===== src/rtl/csvt_pkg.sv =====
// ----------------------------------------------------------------------------
// csvt_pkg
// Types and constants for the CSV field tokenizer.
// ----------------------------------------------------------------------------
`default_nettype none

package csvt_pkg;

	localparam logic [7:0] QUOTE_BYTE     = 8'h22;
	localparam logic [7:0] DELIMITER_RST  = 8'd44;

	// input action codes
	localparam logic ACT_DATA = 1'b0;
	localparam logic ACT_EOR  = 1'b1;

	typedef enum logic [2:0] {
		ST_NEW        = 3'd0,
		ST_PLAIN      = 3'd1,
		ST_QUOTED     = 3'd2,
		ST_QUOTE_SEEN = 3'd3
	} parse_state_t;

	typedef struct packed {
		logic       action;
		logic [7:0] data_byte;
	} in_item_t;

	typedef struct packed {
		logic [7:0] value_byte;
		logic       value_valid;
		logic       field_end;
		logic       record_end;
		logic       quote_error;
	} out_item_t;

endpackage

`default_nettype wire


===== src/rtl/csvt_in_if.sv =====
// ----------------------------------------------------------------------------
// csvt_in_if
// Byte channel into the tokenizer: valid/ready plus an action and one record byte.
// ----------------------------------------------------------------------------
`default_nettype none

interface csvt_in_if;
	logic       valid;
	logic       ready;
	logic       action;
	logic [7:0] data_byte;

	modport source (output valid, output action, output data_byte, input ready);
	modport sink   (input valid, input action, input data_byte, output ready);
endinterface

`default_nettype wire


===== src/rtl/csvt_out_if.sv =====
// ----------------------------------------------------------------------------
// csvt_out_if
// Token channel out of the tokenizer: valid/ready plus one result.
// ----------------------------------------------------------------------------
`default_nettype none

interface csvt_out_if;
	logic       valid;
	logic       ready;
	logic [7:0] value_byte;
	logic       value_valid;
	logic       field_end;
	logic       record_end;
	logic       quote_error;

	modport source (output valid, output value_byte, output value_valid,
		output field_end, output record_end, output quote_error, input ready);
	modport sink   (input valid, input value_byte, input value_valid,
		input field_end, input record_end, input quote_error, output ready);
endinterface

`default_nettype wire


===== src/rtl/csvt_parser.sv =====
// ----------------------------------------------------------------------------
// csvt_parser
// Parse state register and the per-byte transition and result logic.
// ----------------------------------------------------------------------------
`default_nettype none

module csvt_parser import csvt_pkg::*; (
	input  wire logic       clk,
	input  wire logic       arst_n,
	input  wire logic       adv,
	input  wire in_item_t   item,
	input  wire logic [7:0] delimiter,
	output out_item_t       result
);

	parse_state_t state_q;
	parse_state_t state_nxt;
	logic         is_delim;
	logic         is_quote;

	assign is_delim = (item.data_byte == delimiter);
	assign is_quote = (item.data_byte == QUOTE_BYTE);

	always_comb begin
		state_nxt          = state_q;
		result             = '0;
		if (item.action == ACT_EOR) begin
			result.record_end = 1'b1;
			if (state_q == ST_QUOTED) begin
				result.quote_error = 1'b1;
			end else begin
				result.field_end = 1'b1;
			end
			state_nxt = ST_NEW;
		end else begin
			unique case (state_q)
				ST_PLAIN: begin
					if (is_delim) begin
						result.field_end = 1'b1;
						state_nxt        = ST_NEW;
					end else begin
						result.value_byte  = item.data_byte;
						result.value_valid = 1'b1;
					end
				end
				ST_QUOTED: begin
					if (is_quote) begin
						state_nxt = ST_QUOTE_SEEN;
					end else begin
						result.value_byte  = item.data_byte;
						result.value_valid = 1'b1;
					end
				end
				ST_QUOTE_SEEN: begin
					priority if (is_delim) begin
						result.field_end = 1'b1;
						state_nxt        = ST_NEW;
					end else if (is_quote) begin
						// doubled quote: one literal quote, still quoted
						result.value_byte  = item.data_byte;
						result.value_valid = 1'b1;
						state_nxt          = ST_QUOTED;
					end else begin
						result.value_byte  = item.data_byte;
						result.value_valid = 1'b1;
						state_nxt          = ST_PLAIN;
					end
				end
				default: begin
					// new field; delimiter test wins over quote
					priority if (is_delim) begin
						result.field_end = 1'b1;
						state_nxt        = ST_NEW;
					end else if (is_quote) begin
						state_nxt = ST_QUOTED;
					end else begin
						result.value_byte  = item.data_byte;
						result.value_valid = 1'b1;
						state_nxt          = ST_PLAIN;
					end
				end
			endcase
		end
	end

	always_ff @(posedge clk or negedge arst_n) begin
		if (!arst_n) begin
			state_q <= ST_NEW;
		end else if (adv) begin
			state_q <= state_nxt;
		end
	end

endmodule

`default_nettype wire


===== src/rtl/csv_field_tokenizer.sv =====
// ----------------------------------------------------------------------------
// csv_field_tokenizer
// Splits a CSV record into field bytes and field/record end marks.
// ----------------------------------------------------------------------------
//
//  channel   dir  handshake        payload
//  bytes     in   valid/ready      action, data_byte
//  tokens    out  valid/ready      value_byte, value_valid, field_end,
//                                  record_end, quote_error
//  cfg       in   cfg_we           cfg_wdata -> delimiter
//
//  One transaction in and one out per cycle, sustained while tokens.ready stays high.
//  A byte passes the input register, the parse logic and the result register in turn.
//  Reset clears the parse state, both valid flags and sets delimiter to ','.
//  A stall on tokens holds the result register; an empty input register still
//  takes one more byte, and once both registers are full bytes.ready drops in
//  the same cycle as the stall.
// ----------------------------------------------------------------------------
`default_nettype none

module csv_field_tokenizer import csvt_pkg::*; (
	input  wire logic       clk,
	input  wire logic       arst_n,
	input  wire logic       cfg_we,
	input  wire logic [7:0] cfg_wdata,
	csvt_in_if.sink         bytes,
	csvt_out_if.source      tokens
);

	// delimiter register; write it only while the block is idle, the block itself does not enforce this
	logic [7:0] delimiter_q;

	// stage 1: captured input transaction
	in_item_t   item_s1;
	logic       valid_s1;

	// stage 2: result register
	out_item_t  result_s2;
	logic       valid_s2;

	out_item_t  result_nxt;
	logic       adv_s1;
	logic       take_in;

	// stage 1 moves into the result register when that is free or draining
	assign adv_s1       = valid_s1 && (!valid_s2 || tokens.ready);
	assign bytes.ready  = !valid_s1 || adv_s1;
	assign take_in      = bytes.valid && bytes.ready;

	always_ff @(posedge clk or negedge arst_n) begin
		if (!arst_n) begin
			delimiter_q <= DELIMITER_RST;
		end else if (cfg_we) begin
			delimiter_q <= cfg_wdata;
		end
	end

	always_ff @(posedge clk or negedge arst_n) begin
		if (!arst_n) begin
			valid_s1 <= 1'b0;
			valid_s2 <= 1'b0;
		end else begin
			valid_s1 <= take_in || (valid_s1 && !adv_s1);
			valid_s2 <= adv_s1 || (valid_s2 && !tokens.ready);
		end
	end

	// payload registers, no reset
	always_ff @(posedge clk) begin
		if (take_in) begin
			item_s1.action    <= bytes.action;
			item_s1.data_byte <= bytes.data_byte;
		end
		if (adv_s1) begin
			result_s2 <= result_nxt;
		end
	end

	// parse state steps once per transaction leaving stage 1
	csvt_parser u_parser (
		.clk       (clk),
		.arst_n    (arst_n),
		.adv       (adv_s1),
		.item      (item_s1),
		.delimiter (delimiter_q),
		.result    (result_nxt)
	);

	assign tokens.valid       = valid_s2;
	assign tokens.value_byte  = result_s2.value_byte;
	assign tokens.value_valid = result_s2.value_valid;
	assign tokens.field_end   = result_s2.field_end;
	assign tokens.record_end  = result_s2.record_end;
	assign tokens.quote_error = result_s2.quote_error;

endmodule

`default_nettype wire


===== src/flat_wrapper.sv =====
// flat-port wrapper written by rule: the top's interface ports become plain ports
module csv_field_tokenizer_flat import csvt_pkg::*;
  (clk, arst_n, cfg_we, cfg_wdata, bytes_valid, bytes_action, bytes_data_byte, bytes_ready, tokens_valid, tokens_value_byte, tokens_value_valid, tokens_field_end, tokens_record_end, tokens_quote_error, tokens_ready);
  csvt_in_if bytes_i ();
  csvt_out_if tokens_i ();
  input  wire logic clk;
  input  wire logic arst_n;
  input  wire logic cfg_we;
  input  wire logic [7:0] cfg_wdata;
  input wire logic [$bits(bytes_i.valid)-1:0] bytes_valid;
  input wire logic [$bits(bytes_i.action)-1:0] bytes_action;
  input wire logic [$bits(bytes_i.data_byte)-1:0] bytes_data_byte;
  output wire logic [$bits(bytes_i.ready)-1:0] bytes_ready;
  output wire logic [$bits(tokens_i.valid)-1:0] tokens_valid;
  output wire logic [$bits(tokens_i.value_byte)-1:0] tokens_value_byte;
  output wire logic [$bits(tokens_i.value_valid)-1:0] tokens_value_valid;
  output wire logic [$bits(tokens_i.field_end)-1:0] tokens_field_end;
  output wire logic [$bits(tokens_i.record_end)-1:0] tokens_record_end;
  output wire logic [$bits(tokens_i.quote_error)-1:0] tokens_quote_error;
  input wire logic [$bits(tokens_i.ready)-1:0] tokens_ready;
  assign bytes_i.valid = bytes_valid;
  assign bytes_i.action = bytes_action;
  assign bytes_i.data_byte = bytes_data_byte;
  assign bytes_ready = bytes_i.ready;
  assign tokens_valid = tokens_i.valid;
  assign tokens_value_byte = tokens_i.value_byte;
  assign tokens_value_valid = tokens_i.value_valid;
  assign tokens_field_end = tokens_i.field_end;
  assign tokens_record_end = tokens_i.record_end;
  assign tokens_quote_error = tokens_i.quote_error;
  assign tokens_i.ready = tokens_ready;
  csv_field_tokenizer u_core (.clk(clk), .arst_n(arst_n), .cfg_we(cfg_we), .cfg_wdata(cfg_wdata), .bytes(bytes_i), .tokens(tokens_i));
endmodule

===== config.mk =====
export PLATFORM = sky130hd
export DESIGN_NAME = csv_field_tokenizer_flat
export DESIGN_NICKNAME = d
export VERILOG_FILES = /design/src/rtl/csvt_pkg.sv /design/src/rtl/csvt_in_if.sv /design/src/rtl/csvt_out_if.sv /design/src/rtl/csvt_parser.sv /design/src/rtl/csv_field_tokenizer.sv /design/src/flat_wrapper.sv
export SDC_FILE = /design/constraint.sdc
export NUM_CORES = 1
export LEC_CHECK = 0
export ABC_AREA = 1
export BUFFER_PORTS_ARGS = -buffer_cell sky130_fd_sc_hd__buf_4
export CAP_MARGIN = 30
export CORE_UTILIZATION = 40
export CTS_CLUSTER_DIAMETER = 200
export DETAILED_ROUTE_END_ITERATION = 8
export SETUP_SLACK_MARGIN = 0.3
export SLEW_MARGIN = 20
export SYNTH_ARGS = -nofsm -noshare
export SYNTH_HDL_FRONTEND = slang
export SYNTH_SLANG_ARGS = --single-unit

===== constraint.sdc =====
create_clock -name clk -period 1.73 [get_ports clk]
set_input_delay 0.519 -clock clk [delete_from_list [all_inputs] [get_ports clk]]
set_output_delay 0.519 -clock clk [all_outputs]
set_load 0.01 [all_outputs]

## After elaboration in Yosys (flattened, before gate mapping)

Index checks and enable logic that the tools add are counted.

- Equality and inequality tests: 7
- Muxes and demuxes: 16
- Reductions and logical operators: 14

Operators by type and width:

| cell | count |
|---|---|
| two-way mux 9 bit | 3 |
| case mux 9 bit (2 select lines) | 1 |
| two-way mux 3 bit | 4 |
| equality test 8 x 6 -> 1 bit, second input constant | 1 |
| equality test 8 bit | 1 |
| equality test 3 x 2 -> 1 bit, second input constant | 2 |
| inequality test 3 x 2 -> 1 bit, second input constant | 2 |
| case mux 3 bit (2 select lines) | 1 |
| two-way mux 1 bit | 5 |
| logical AND 1 bit | 4 |
| logical NOT 1 bit | 4 |
| logical OR 1 bit | 4 |
| two-way mux 2 bit | 2 |
| equality test 3 x 1 -> 1 bit, second input constant | 1 |
| AND reduction 3 bit | 1 |
| OR reduction 2 bit | 1 |

- Bits in registers: 34
- Input port bits: 22
- Output and inout bits: 14
- Word-level logic and storage cells: 48

## Depth between registers and ports, before layout

- Depth in word-level cells: 6
- Depth in mapped cells: 10
- Depth with buffers taken out: 10

## Modules after synthesis

Synthesis repeated with hierarchy kept, for this count alone.

- Cells, all modules: 164
- Area, all modules: 1594.0 µm²

By module, submodules not included:

| module | instances | cells each | area an instance (µm²) | seq. area each (µm²) |
|---|---|---|---|---|
| csv_field_tokenizer | 1 | 66 | 1036.0 | 884.6 |
| csvt_parser | 1 | 98 | 558.0 | 50.0 |

## Worst setup path before layout

Ideal clock, no wire load.

- Path kind: input -> register
- Start: in tokens_ready
- End: reg u_core.u_parser.state_q[0]
- Arrival time: 1.590 ns
- Setup slack: 0.019 ns
- Stages: 7
- Path buffers: 0
- Cells stage by stage: inv_1 -> a21oi_1 -> nand2_1 -> clkinv_1 -> nand2_2 -> nand2_1 -> o21ai_1

- Word-level cells in the longest chain between the ends: 3

RTL lines:

| what | line | text |
|---|---|---|
| start, declared | flat_wrapper.sv:20 | `input wire logic [$bits(tokens_i.ready)-1:0] tokens_ready;` |
| logical OR 1 bit | csv_field_tokenizer.sv:46 | `assign adv_s1 = valid_s1 && (!valid_s2 \|\| tokens.ready);` |
| logical AND 1 bit | csv_field_tokenizer.sv:46 |  |
| via u_core.adv_s1 | csv_field_tokenizer.sv:42 | `logic adv_s1;` |
| AND reduction 3 bit (no line) | -- |  |
| end signal, assigned | csvt_parser.sv:90 | `state_q <= state_nxt;` |
| end, declared | csvt_parser.sv:16 | `parse_state_t state_q;` |

The timed path passes the listed nets, and every way through them passes these cells.
A chain may end at the register's enable or synchronous reset.

## Worst setup path in the final report

- Start: reg u_core.delimiter_q[3]
- End: reg u_core.result_s2, in the netlist u_core.tokens.value_byte[0], data pin

- Word-level cells in the longest chain between the ends: 3
- Elaborated cells between the ends (all ways): 4
- Classes of those cells: 1 x eq/ne; 3 x mux

RTL lines:

| what | line | text |
|---|---|---|
| start, declared | csv_field_tokenizer.sv:31 | `logic [7:0] delimiter_q;` |
| start signal, assigned | csv_field_tokenizer.sv:54 | `delimiter_q <= cfg_wdata;` |
| equality test 8 bit (*) | csvt_parser.sv:21 | `assign is_delim = (item.data_byte == delimiter);` |
| two-way mux 9 bit (on tied branches) | csvt_parser.sv:71, csvt_parser.sv:38 |  |
| case mux 9 bit (2 select lines) (*) | csvt_parser.sv:36 | `unique case (state_q)` |
| end signal, assigned | csv_field_tokenizer.sv:75 | `result_s2 <= result_nxt;` |
| end, declared | csv_field_tokenizer.sv:38 | `out_item_t result_s2;` |

Every way passes the cells marked *; elsewhere a longest branch is shown, timed or not.

==> reports/results.tsv <==
stage	metric	value	unit
run_status	result of the run	completed	
timing	Setup TNS Final	0	ps
placed_design	Port Buf Inserts	35	
synthesis	Post-synth top flop	edfxtp_1	
grt	M3 GR Usage	5.71	%
setup_path	Critical Path Fanout Max	6	
grt	GR Util All Layers	15.3	%
die	DIE HEIGHT	63.9	µm
routing	Iter 0 DRT Violations	25	
cts	H-tree levels	2	
synthesis	Synth area leaders	edfxtp_1 41%, dfrtp_1 15%, nand2_1 12%	
timing	Final Max Tran Viols	0	
die	I/O Pins	36	
routing	Routed Antenna Nets	0	
cts	CTS Buffer Depth	2	
grt	initial antenna violation count	0	
cts	CTS Sinks	33	
die	core footprint	3660	µm²
synthesis	sequential cell area fraction in the yosys report	60.9	%
setup_path	Worst EP required	1780	ps
timing	Worst-Margin Slew	359	ps
synthesis	Synth Cell Area	1530	µm²
grt	met1 GRT Util	15.6	%
final_layout	FILL cells	330	
cts	CTS buffer count	5	
cts	clock root buffer	clkbuf_8	
power	Max IR drop VDD	0.000584	V
synthesis	Yosys top cell area share	41.1	%
power	Leakage	1.00	nW
placed_design	post-DP HPWL	2.02	mm
setup_path	Worst path depth	8	
routing	DRT Pass-1 Iters	4	
routing	Residual DRC	0	
cts	clock slew at reported path FFs	70	ps
timing	clk_skew	8.39	ps
setup_path	R2R depth	8	
routing	Avg Vias per Cell	4.41	
final_layout	n_diodes	0	
setup_path	Top cell by count, worst path	nand2_1	
final_layout	Final Core Density	57.1	%
synthesis	Syn. warnings	0	
power	Cell Pwr Density	1100	nW/µm²
setup_path	CP bufs+invs	1	
placed_design	gpl congestion	0.839	
timing	final hold vios	0	
synthesis	cell count after synthesis	154	
grt	grt met2 use	27.1	%
grt	total congestion overflow	0	
timing	Final Cycle Share	88.2	%
setup_path	Critical Path AT	1570	ps
synthesis	register bit total from synthesis	33	
synthesis	syn nets	180	
grt	pin count of the biggest net entering global routing	14	
worst_hold_path	Hold WC Path Type	in2async	
setup_path	crit start category	register	
synthesis	count of cell types in the netlist	23	
synthesis	largest area contributor in the netlist	edfxtp_1	
die	Die Wd	63.9	µm
timing	maximum clock frequency	655	MHz
timing	RSZ-0062 raised after global routing	yes	
grt	layer with the highest usage	met2	
die	Starting Density	41.9	%
setup_path	worst setup path class	reg2reg	
final_layout	layout cells sized above 1	40.3	%
setup_path	CP max stage delay	560	ps
cts	cts hold-fix bufs	0	
final_layout	Final Net Count	231	
setup_path	critical path capture point type	register	
setup_path	CP delay by family, top	flip-flops	
timing	Max-Slew Margin vs Limit	76.1	%
timing	Tmin final	1530	ps
job	Max Cap Viol	0	
synthesis	number of flops mapped to enable cells by yosys	21	
grt	global-route wire length before repair	4.53	mm
timing	Final setup viols	0	
cts	Clock Latency Late Sink	290	ps
routing	WL/cell	10.7	µm
cts	CTS tree	built	
setup_path	crit-path cells	xnor2_2 > nand2_1 > nor2_2 > nand2_4 > o21ai_4 > inv_2 > nand2_1 > nor2_1	
synthesis	syn_area_per_cell	9.96	µm²
routing	via count	1121	
setup_path	Crit-path slowest cell	dfstp_2	
grt	vias in the first global route	1056	
die	row count	22	
final_layout	Area Overhead vs Synth	36.2	%
die	die area	4090	µm²
routing	Routed WL	2.72	mm
synthesis	Synth async-reset ratio	36.4	%
==> flip-flops by register name, summed over array words and instances (netlist names) <==
| name | count |
|---|---|
| u_core.delimiter_q | 8 |
| u_core.tokens.valid | 1 |
| u_core.tokens.value_byte | 8 |
| u_core.tokens.record_end | 1 |
| u_core.valid_s1 | 1 |
| u_core.tokens.quote_error | 1 |
| u_core.tokens.value_valid | 1 |
| u_core.tokens.field_end | 1 |
| u_core.item_s1 | 9 |
| u_core.u_parser.state_q | 2 |
==> worst reg2reg max path, cell delays in order (launching register included) <==
cell	delay (ps)
dfstp_2	560
xnor2_2	110
nand2_1	80
nor2_2	120
nand2_4	90
o21ai_4	200
inv_2	40
nand2_1	50
nor2_1	40
==> layout make-up <==
type | count | area [µm²] | share of cell area (%)
clock buffer | 5 | 68.8 | 3.29
inverter | 26 | 100 | 4.79
timing repair buffer | 45 | 349 | 16.7
tap | 48 | 60.1 | 2.87
clock inverter | 3 | 22.5 | 1.08
multi-input combinational | 94 | 554 | 26.5
sequential | 33 | 935 | 44.7
==> cells by family after synthesis <==
group	synth area share (%)
AND/OR/NAND/NOR	20.6
flip-flops	60.9
buffers and inverters	6.61
AO/OA/AOI/OAI	4.65
adder cells (fa/ha/maj)	3.26
XOR/XNOR	1.71
multiplexers	2.20
==> through the flow <==
stage	hold slack [ps]	setup WS [ps]	instance area, µm²	power (mW)	cells
finish	53.7	204	2090	2.30	254
global route	51.2	103	2090	2.45	254
CTS	54.4	208	2040	2.29	251
detailed placement	372	156	1870	1.66	237
global placement	370	185	1870	1.64	237
floorplan	223	301	1550	1.46	154
==> cell usage in the layout, fill, tap and decap left out, types with 3 or more instances in the layout <==
cell type / instances
clkbuf_8: 5
clkinvlp_4: 3
dfstp_2: 3
nand2_1: 47
buf_6: 3
nor2_2: 4
o21ai_0: 5
edfxtp_1: 21
mux2_2: 3
nand2_2: 4
nor2_1: 8
buf_4: 42
ha_1: 3
nand3_2: 3
a21oi_1: 3
inv_2: 4
inv_1: 20
dfrtp_1: 9
==> final timing paths <==
path	from	endpoint	slack [ps]
max in group asynchronous	arst_n	u_core.delimiter_q[5]$_DFFE_PN1P_	1440
worst min register to register	u_core.delimiter_q[5]$_DFFE_PN1P_	u_core.delimiter_q[5]$_DFFE_PN1P_	510
worst max-delay path	u_core.delimiter_q[3]$_DFFE_PN1P_	u_core.tokens.value_byte[0]$_SDFFCE_PP0P_	200
worst min-delay path	arst_n	u_core.delimiter_q[4]$_DFFE_PN0P_	50
min in group clk	bytes_data_byte[0]	u_core.item_s1[0]$_DFFE_PP_	400
worst max register to register	u_core.delimiter_q[3]$_DFFE_PN1P_	u_core.tokens.value_byte[0]$_SDFFCE_PP0P_	200
==> layer usage <==
layer,vias to the layer above,part of all wire (%)
met5,-,0
met4,0,1.9
met3,6,5.6
met2,29,52
met1,505,40
li1,581,-
==> repair_timing <==
item                       in CTS  in global routing
buffers inserted                6                  3
pin swaps                       3                  2
resized for setup               8                  6
setup endpoints to repair      10                 13
==> power breakdown <==
group	switching [mW]	internal, mW	leakage, nW
clock	0.290	0.282	0.0364
combinational	0.381	0.308	0.619
sequential	0.0678	0.973	0.344
total	0.739	1.56	1.00
==> synthesized netlist by cell type, types with 2 or more instances <==
library cell / count
edfxtp_1: 21
nand3_2: 2
mux2_2: 3
nor2_2: 4
nand2_2: 2
or2_1: 2
inv_2: 3
nand3_1: 3
nor2_1: 8
a21oi_1: 4
o21ai_1: 2
inv_1: 22
xnor2_1: 3
o21ai_0: 5
dfstp_2: 3
dfrtp_1: 9
nand2_1: 49
ha_1: 4
Power figures use the tool's default switching activity.
